[src/rtl/prefix_trie_superset_match_assert.svh]
// ----------------------------------------------------------------------------
// prefix trie superset match assertion macros
// shared property wrappers, clocked on clk_i and disabled in reset
// ----------------------------------------------------------------------------
`ifndef PREFIX_TRIE_SUPERSET_MATCH_ASSERT_SVH
`define PREFIX_TRIE_SUPERSET_MATCH_ASSERT_SVH

// same-cycle implication
`define PTSM_ASSERT_NOW(label, ante, cons, msg) \
  label: assert property (@(posedge clk_i) disable iff (!rst_ni) (ante) |-> (cons)) \
    else $error(msg);

// next-cycle implication
`define PTSM_ASSERT_NEXT(label, ante, cons, msg) \
  label: assert property (@(posedge clk_i) disable iff (!rst_ni) (ante) |=> (cons)) \
    else $error(msg);

`endif

[src/rtl/ptsm_ram.sv]
// ----------------------------------------------------------------------------
// ptsm_ram
// generic single write port, single read port ram with registered read
// ----------------------------------------------------------------------------
module ptsm_ram #(
  parameter int WIDTH = 8,
  parameter int DEPTH = 64
) (
  input  logic                     clk_i,
  input  logic                     we_i,
  input  logic [$clog2(DEPTH)-1:0] waddr_i,
  input  logic [WIDTH-1:0]         wdata_i,
  input  logic [$clog2(DEPTH)-1:0] raddr_i,
  output logic [WIDTH-1:0]         rdata_o
);

  logic [WIDTH-1:0] mem [DEPTH];

  always_ff @(posedge clk_i) begin
    if (we_i) begin
      mem[waddr_i] <= wdata_i;
    end
    rdata_o <= mem[raddr_i];
  end

endmodule
[config.mk]
export PLATFORM = sky130hd
export DESIGN_NAME = ptsm_ram
export DESIGN_NICKNAME = d
export VERILOG_FILES = /design/src/rtl/prefix_trie_superset_match_assert.svh /design/src/rtl/ptsm_ram.sv
export SDC_FILE = /design/constraint.sdc
export NUM_CORES = 1
export LEC_CHECK = 0
export ABC_AREA = 1
export BUFFER_PORTS_ARGS = -buffer_cell sky130_fd_sc_hd__buf_2
export CAP_MARGIN = 20
export CELL_PAD_IN_SITES_DETAIL_PLACEMENT = 1
export CELL_PAD_IN_SITES_GLOBAL_PLACEMENT = 2
export CORE_UTILIZATION = 47
export DETAILED_ROUTE_END_ITERATION = 8
export PLACE_DENSITY_LB_ADDON = 0.08
export SLEW_MARGIN = 15
export SYNTH_ARGS = -nofsm -noshare
export SYNTH_HDL_FRONTEND = slang
export SYNTH_SLANG_ARGS = --single-unit
[constraint.sdc]
create_clock -name clk_i -period 3.9 [get_ports clk_i]
set_clock_uncertainty 0.1 [all_clocks]
set_input_delay 0.585 -clock clk_i [delete_from_list [all_inputs] [get_ports clk_i]]
set_output_delay 0.585 -clock clk_i [all_outputs]
set_load 0.01 [all_outputs]
==> results_dict.tcl, run 1 <==
set metrics [dict create \
    layout_commonest_cell "nand2_1" \
    timing.fmax_mhz 388 \
    via_count 13900 \
    postCtsSetupBuffers 0 \
    netlist_area_um2 21300 \
    cpPeakStageDelay_ns 0.59 \
    die-area_um2 46300 \
    required_ns 4.34 \
    r2r_start "mem[23][0]$_DFFE_PP_" \
    ys_seq_elements 520 \
    ys_seq_area_frac 0.728 \
    cts-resized-gates 0 \
    crit_slowest_cell "inv_6" \
    rsz0062_at_grt "false" \
    r2r-end "rdata_o[0]$_DFF_P_" \
    clockBufferDepth 3 \
    finalSetupViolCount 0 \
    critPathKind "primary input to register" \
    core.rowCount 77 \
    p_per_area_nw_per_um2 514 \
    r2r_cells 8 \
    ys_warn_count 0 \
    drtPass1Iterations 5 \
    grt_start_max_net_pins 144 \
    ant_nets 0 \
    overflow 0 \
    worst_slack_ns 1.32 \
    maxSlewHeadroom 0.313 \
    start_util 0.479 \
    layout_common_cells "nand2_1 (648), edfxtp_1 (512), nand3_1 (439), clkbuf_16 (57)" \
    status "completed" \
    worst_pin_slew_ns 1.03 \
    routed_wl_um 60900 \
    area_growth_syn_to_layout_pct 11.8 \
    die_height_um 215 \
    timing.final.crit_share 0.660 \
    grt_usage 0.269 \
    dr.first_iter.drc_count 1077 \
    path_clk_slew_ns 0.06 \
    arrival_ns 3.01 \
    routabilityCongestion 0.786 \
    htreeDepth 2 \
    worstPathCellList "clkbuf_8, inv_6, buf_12, nand2_1, nand3_1, nand3_1, nand2_1, nand2_1, nand3_1, nand3_1, nand2_1" \
    cap_violations 0 \
    port_buffers 29 \
    endpoint_kind "register" \
    antenna_found_initial 2 \
    min-delay-path-class "primary input to register" \
    setup_tns_ns 0 \
    multi_input_area_um2 4950 \
    crit_fanout 82 \
    synthCells 1805 \
    peakVddDrop_mv 0.367 \
    layout.nets 1864 \
    drive_gt1_frac 0.0906 \
    pre_cts_ws_ns 0.720 \
    root_buffer "clkbuf_16" \
    cts.sinks 520 \
    fp.dieW_um 215 \
    core_area_um2 44500 \
    crit_path_start_kind "primary input" \
    avgSynthCellArea_um2 11.8 \
    crit_end "rdata_o[7]$_DFF_P_" \
    min_period_ns 2.58 \
    ios 30 \
    first_global_vias 14500 \
    cts.hold.buffers_added 0 \
    yosys.cell_types.count 16 \
    startpoint "raddr_i[0]" \
    finalHoldViolCount 0 \
    dp_hpwl_um 37200 \
    clk_latency_ns 0.61 \
    rrSetupSlack_ns 2.31 \
    grt_pass1_wl_um 92300 \
    cts_tree "yes" \
    vias_per_cell 5.61 \
    p_leak_uw 0.00863 \
    slew_violations 0 \
    numCtsBuffers 54 \
    drc 0 \
    regArea_um2 15500 \
    num-fill-cells 4595 \
    synth_fp_nets 1827 \
    wl_per_cell_um 24.6 \
]
[how the worst min path moves through the flow]
stage | startpoint | to | depth (start not counted)
6_report | wdata_i[6] | mem[31][6]$_DFFE_PP_ | 1
3_5_place_dp | mem[44][3]$_DFFE_PP_ | rdata_o[3]$_DFF_P_ | 8
3_3_place_gp | mem[38][7]$_DFFE_PP_ | rdata_o[7]$_DFF_P_ | 8
4_1_cts | wdata_i[6] | mem[27][6]$_DFFE_PP_ | 1
2_1_floorplan | wdata_i[0] | mem[0][0]$_DFFE_PP_ | 0
5_1_grt | wdata_i[6] | mem[29][6]$_DFFE_PP_ | 1
[Yosys cell counts (all sizes together)]
| cell | instances | area share |
|---|---|---|
| nand3 | 439 | 0.10 |
| clkbuf | 15 | 0.0026 |
| edfxtp | 512 | 0.72 |
| buf | 98 | 0.035 |
| dfxtp | 8 | 0.0075 |
| nor2 | 56 | 0.0099 |
| nor4 | 8 | 0.0023 |
| nand2 | 648 | 0.11 |
| nand4 | 9 | 0.0026 |
| inv | 12 | 0.0023 |
[power by group]
group          switching, µW  internal (µW)
logic                    575            185
registers               18.4           6190
clock network           2140           3160
[critical path: cells and delay by family]
family / cells / cell delay, ns
buf+inv: 3 / 1.24
simple gates: 8 / 1.06
[layer usage]
layer / GRT usage / part of all wire / routed length [µm] / up-vias
met5: 0 / 0.00021 / 13 / -
met4: 0.0783 / 0.022 / 1370 / 2
met3: 0.0351 / 0.040 / 2410 / 80
met2: 0.453 / 0.49 / 30100 / 282
met1: 0.368 / 0.44 / 27000 / 7113
li1: - / - / - / 6434
[per-stage QoR]
| stage | util | area [µm²] | cells | power, µW | hold slack, ns |
|---|---|---|---|---|---|
| after floorplan | - | 21300 | 1805 | 6750 | 0.584 |
| after global placement | 0.495 | 22000 | 2377 | 7070 | 0.681 |
| after detailed placement | 0.495 | 22000 | 2377 | 7090 | 0.719 |
| after CTS | 0.535 | 23800 | 2478 | 12400 | 0.251 |
| after global routing | 0.536 | 23900 | 2480 | 12600 | 0.265 |
| final | 0.536 | 23900 | 2480 | 12300 | 0.269 |
[logic make-up (layout without fill, tap and decap cells)]
group                  count (synthesis)  in the layout  synth area share
AND/OR/NAND/NOR                     1160           1160             0.232
flip-flops                           520            520             0.728
buffers and inverters                125            207            0.0402
other                                  0              1                 0
[sequential cells by signal, indices dropped and copies added, names as in the netlist]
signal / flops
mem: 512
rdata_o: 8
[final cells by class]
cell class | instances | area share
multi-input cells | 1160 | 0.207
clock buffers | 75 | 0.0635
repair buffers | 94 | 0.0323
well taps | 592 | 0.0310
clock inverters | 26 | 0.0124
diodes | 1 | 0.000105
flip-flops and latches | 520 | 0.651
inverters | 12 | 0.00220
Power figures use the tool's default switching activity.
==> run 2: changes to the inputs <==
CORE_UTILIZATION = 39   (was 47)
clock period = 2.1 ns   (was 3.9 ns; I/O delays follow)
==> results_dict.tcl, run 2 (synthesis gave the netlist of run 1 again) <==
set metrics [dict create \
    min_period_ns 1.70 \
    top_regs "mem (512), rdata_o (8)" \
    drive_gt1_frac 0.118 \
    worstPathCellList "buf_2" \
    timing.fmax_mhz 589 \
    routed_wl_um 62300 \
    cp_top_family "flip-flops" \
    die-area_um2 55700 \
    cpPeakStageDelay_ns 0.48 \
    overflow 0 \
    grt_start_max_net_pins 87 \
    htreeDepth 2 \
    min-delay-path-class "primary input to register" \
    dr.first_iter.drc_count 1013 \
    routabilityCongestion 0.768 \
    whs_ns 0.125 \
    hp-start "wdata_i[5]" \
    setup_tns_ns 0 \
    fp.dieW_um 236 \
    cts.sinks 520 \
    path_buf_inv 1 \
    slew_violations 0 \
    arrival_ns 1.28 \
    power_frac_seq 0.517 \
    core_area_um2 53900 \
    ios 30 \
    power_frac_clock 0.416 \
    power_frac_comb 0.067 \
    required_ns 1.68 \
    core.rowCount 85 \
    via_count 13900 \
    top_register "mem" \
    critPathKind "register to primary output" \
    whs_endpoint "mem[6][5]$_DFFE_PP_" \
    start_util 0.396 \
    cap_violations 0 \
    cts_tree "yes" \
    regArea_um2 15500 \
    path_clk_slew_ns 0.06 \
    endpoint_kind "primary output" \
    dp_hpwl_um 36600 \
    ant_nets 0 \
    maxSlewHeadroom 0.426 \
    utilization 0.455 \
    p_leak_uw 0.00897 \
    rsz0062_at_grt "false" \
    swShare 0.229 \
    cts-resized-gates 0 \
    grt_pass1_wl_um 93100 \
    vias_per_cell 5.27 \
    n_antenna_cell 0 \
    crit_path_start_kind "register" \
    p_sw_uw 5100 \
    r2r_cells 8 \
    crit_slowest_cell "dfxtp_1" \
    p_per_area_nw_per_um2 908 \
    die_height_um 236 \
    crit_fanout 1 \
    rrSetupSlack_ns 0.57 \
    timing.final.crit_share 0.808 \
    layout_common_cells "nand2_1 (648), edfxtp_1 (512), nand3_1 (439), buf_4 (100), clkbuf_16 (57)" \
    worstHoldPathCells 2 \
    drtPass1Iterations 4 \
    multi_input_area_um2 4950 \
    layout_commonest_cell "nand2_1" \
    antenna_found_initial 1 \
    area_growth_syn_to_layout_pct 15.1 \
    finalSetupViolCount 0 \
    worst_pin_slew_ns 0.861 \
    grt_usage 0.227 \
    num-fill-cells 5714 \
    finalPower_uw 22300 \
    first_global_vias 14200 \
    largest_reg_flops 512 \
    drc 0 \
    peakVddDrop_mv 0.625 \
    status "completed" \
    p_int_uw 17200 \
    layout.nets 1930 \
    wl_per_cell_um 23.6 \
    clockBufferDepth 3 \
    r2r-end "rdata_o[5]$_DFF_P_" \
    numCtsBuffers 57 \
    clk_latency_ns 0.61 \
    port_buffers 29 \
    finalHoldViolCount 0 \
    root_buffer "clkbuf_16" \
    r2r_start "mem[7][5]$_DFFE_PP_" \
]
-- run 2: cell count changes in the layout (fill, tap and decap cells not counted), moves of 2 or more --
cell and change:
bufinv_16 -5, buf_12 +18, clkbuf_1 +3, clkinv_1 -3
inv_6 -2, buf_4 +44
-- run 2: worst max-delay path by stage --
stage	cells past startpoint	slack [ns]	endpoint	start
floorplan	3	-0.08	mem[48][0]$_DFFE_PP_	we_i
finish	1	0.40	rdata_o[5]	rdata_o[5]$_DFF_P_
global placement	11	0.05	rdata_o[4]$_DFF_P_	raddr_i[0]
detailed placement	11	0.02	rdata_o[4]$_DFF_P_	raddr_i[0]
CTS	1	0.35	rdata_o[5]	rdata_o[5]$_DFF_P_
global route	1	0.39	rdata_o[5]	rdata_o[5]$_DFF_P_
-- run 2: layout make-up --
cell class                      count  share of cell area
Clock buffer                       79              0.0627
Clock inverter                     19             0.00561
Inverter                           12             0.00224
Multi-Input combinational cell   1160               0.201
Sequential cell                   520               0.633
Tap cell                          696              0.0355
Timing Repair Buffer              157              0.0599
-- run 2: timing repair --
| action | CTS | global route |
|---|---|---|
| hold buffers | 1 | 0 |
| buffers inserted | 0 | 0 |
| hold endpoints to repair | 2 | 0 |
-- run 2: metal layers --
metal	wire, µm	part of all wire	up-vias	GRT usage
li1	-	-	6549	-
met1	28500	0.46	7098	0.307
met2	30500	0.49	187	0.383
met3	1760	0.028	94	0.0296
met4	1550	0.025	2	0.0632
met5	11	0.00018	-	0
-- run 2: metrics by stage --
stage          area [µm²]  cells  setup WS [ns]
6_report            24600   2643          0.402
4_1_cts             24600   2643          0.350
3_5_place_dp        22900   2544         0.0226
5_1_grt             24600   2643          0.393
3_3_place_gp        22900   2544         0.0473
2_1_floorplan       21300   1805        -0.0811
-- run 2: power by group through the flow --
stage          registers [µW]  logic [µW]  clock network [µW]
2_1_floorplan           11700         807                   0
3_3_place_gp            11800        1500                   0
3_5_place_dp            11800        1520                   0
4_1_cts                 11500        1530                9520
5_1_grt                 11500        1640                9870
6_report                11500        1500                9270
==> run 3: changes to the inputs <==
CORE_UTILIZATION = 44   (was 39)
clock period = 1.8 ns   (was 2.1 ns; I/O delays follow)
==> results_dict.tcl, run 3 (synthesis gave the netlist of run 1 again) <==
set metrics [dict create \
    status "completed" \
    cp_top_family "flip-flops" \
    min-delay-path-class "primary input to register" \
    power_frac_clock 0.421 \
    top_regs "mem (512), rdata_o (8)" \
    p_leak_uw 0.00915 \
    worst_pin_slew_ns 0.826 \
    die-area_um2 49400 \
    via_count 14200 \
    path_buf_inv 1 \
    ant_nets 0 \
    dr.first_iter.drc_count 914 \
    clk_latency_ns 0.61 \
    utilization 0.520 \
    grt_usage 0.257 \
    fp.dieW_um 222 \
    top_register "mem" \
    peakVddDrop_mv 1.04 \
    p_per_area_nw_per_um2 1060 \
    design_area_um2 24800 \
    ios 30 \
    dpl-instance-area_um2 23100 \
    postCtsSetupBuffers 0 \
    grt_use_met3 0.0402 \
    p_int_uw 20400 \
    grt_start_max_net_pins 65 \
    endpoint_kind "primary output" \
    first_global_vias 14800 \
    area_growth_syn_to_layout_pct 16.4 \
    layout_commonest_cell "nand2_1" \
    port_buffers 29 \
    drtPass1Iterations 5 \
    met2_usage 0.425 \
    routed_wl_um 62100 \
    crit_slowest_cell "dfxtp_1" \
    cap_violations 0 \
    cts.sinks 520 \
    crit_path_start_kind "register" \
    antenna_found_initial 2 \
    finalSetupViolCount 0 \
    path_clk_slew_ns 0.06 \
    top_usage_layer "met2" \
    cpPeakStageDelay_ns 0.44 \
    cts_tree "yes" \
    maxSlewHeadroom 0.449 \
    core_area_um2 47700 \
    finalHoldViolCount 0 \
    setup_tns_ns 0 \
    core.rowCount 80 \
    drive_gt1_frac 0.133 \
    vias_per_cell 5.48 \
    grt_pass1_wl_um 94100 \
    layout_common_cells "nand2_1 (648), edfxtp_1 (512), nand3_1 (439), buf_4 (121), clkbuf_16 (57)" \
    largest_reg_flops 512 \
    routabilityCongestion 0.803 \
    whs_ns 0.0784 \
    crit_fanout 1 \
    dp_hpwl_um 37900 \
    critPathKind "register to primary output" \
    rsz0062_at_grt "false" \
    timing.fmax_mhz 621 \
    power_frac_comb 0.069 \
    root_buffer "clkbuf_16" \
    clockBufferDepth 3 \
    min_period_ns 1.61 \
    arrival_ns 1.24 \
    timing.final.crit_share 0.895 \
    rrSetupSlack_ns 0.29 \
    num-fill-cells 5013 \
    start_util 0.447 \
    htreeDepth 2 \
    required_ns 1.43 \
    p_sw_uw 5940 \
    power_frac_seq 0.510 \
    numCtsBuffers 56 \
    wl_per_cell_um 23.9 \
    die_height_um 222 \
    layout.nets 1954 \
    swShare 0.225 \
    drc 0 \
    worstPathCellList "buf_2" \
    use_met1 0.350 \
    slew_violations 0 \
    overflow 0 \
]
[run 3: cell types whose count changed in the layout (fill, tap and decap cells not counted), moves of 2 or more]
cell | before | now
buf_4 | 100 | 121
nor4_1 | 8 | 0
nor4_2 | 0 | 7
clkinv_1 | 8 | 14
buf_12 | 28 | 32
bufinv_16 | 2 | 5
clkbuf_8 | 4 | 1
inv_6 | 0 | 2
[run 3: power by group through the flow]
stage	clock network, µW	registers (µW)	logic, µW
after floorplan	0	13700	954
after global placement	0	13700	1810
after detailed placement	0	13700	1840
after CTS	11300	13400	1850
after global routing	11800	13400	1990
final	11100	13400	1820
[run 3: repair_timing]
action / in CTS / in global routing
endpoints found under the hold margin: 7 / 0
gates resized for setup: 0 / 0
hold buffers: 1 / 0
[run 3: worst paths after layout]
| check | startpoint | endpoint | depth (start not counted) |
|---|---|---|---|
| worst max-delay path | rdata_o[7]$_DFF_P_ | rdata_o[7] | 1 |
| worst min-delay path | wdata_i[3] | mem[37][3]$_DFFE_PP_ | 2 |
| worst max register to register | mem[35][5]$_DFFE_PP_ | rdata_o[5]$_DFF_P_ | 8 |
| worst min register to register | mem[40][4]$_DFFE_PP_ | rdata_o[4]$_DFF_P_ | 8 |
[run 3: cell type report]
| type | count | area, µm² | share of cell area |
|---|---|---|---|
| Multi-Input combinational cell | 1160 | 5000 | 0.202 |
| Clock inverter | 29 | 260 | 0.0105 |
| Sequential cell | 520 | 15500 | 0.626 |
| Antenna cell | 1 | 2.50 | 0.000101 |
| Timing Repair Buffer | 182 | 1710 | 0.0688 |
| Clock buffer | 75 | 1490 | 0.0602 |
| Inverter | 12 | 55.1 | 0.00222 |
| Tap cell | 615 | 769 | 0.0310 |
[run 3: layer usage]
| metal | vias to the layer above | share of wire | routed length (µm) |
|---|---|---|---|
| met5 | - | 0.00021 | 13 |
| met4 | 2 | 0.027 | 1700 |
| met3 | 95 | 0.049 | 3030 |
| li1 | 6609 | - | - |
| met2 | 315 | 0.48 | 29900 |
| met1 | 7202 | 0.44 | 27400 |
[run 3: metrics by stage]
stage                     setup WS (ns)  power (µW)  instances
after CTS                         0.162       26600       2593
after global routing              0.176       27200       2593
final                             0.189       26400       2594
after detailed placement         -0.135       15500       2488
after floorplan                  -0.163       14600       1805
after global placement           -0.120       15500       2488
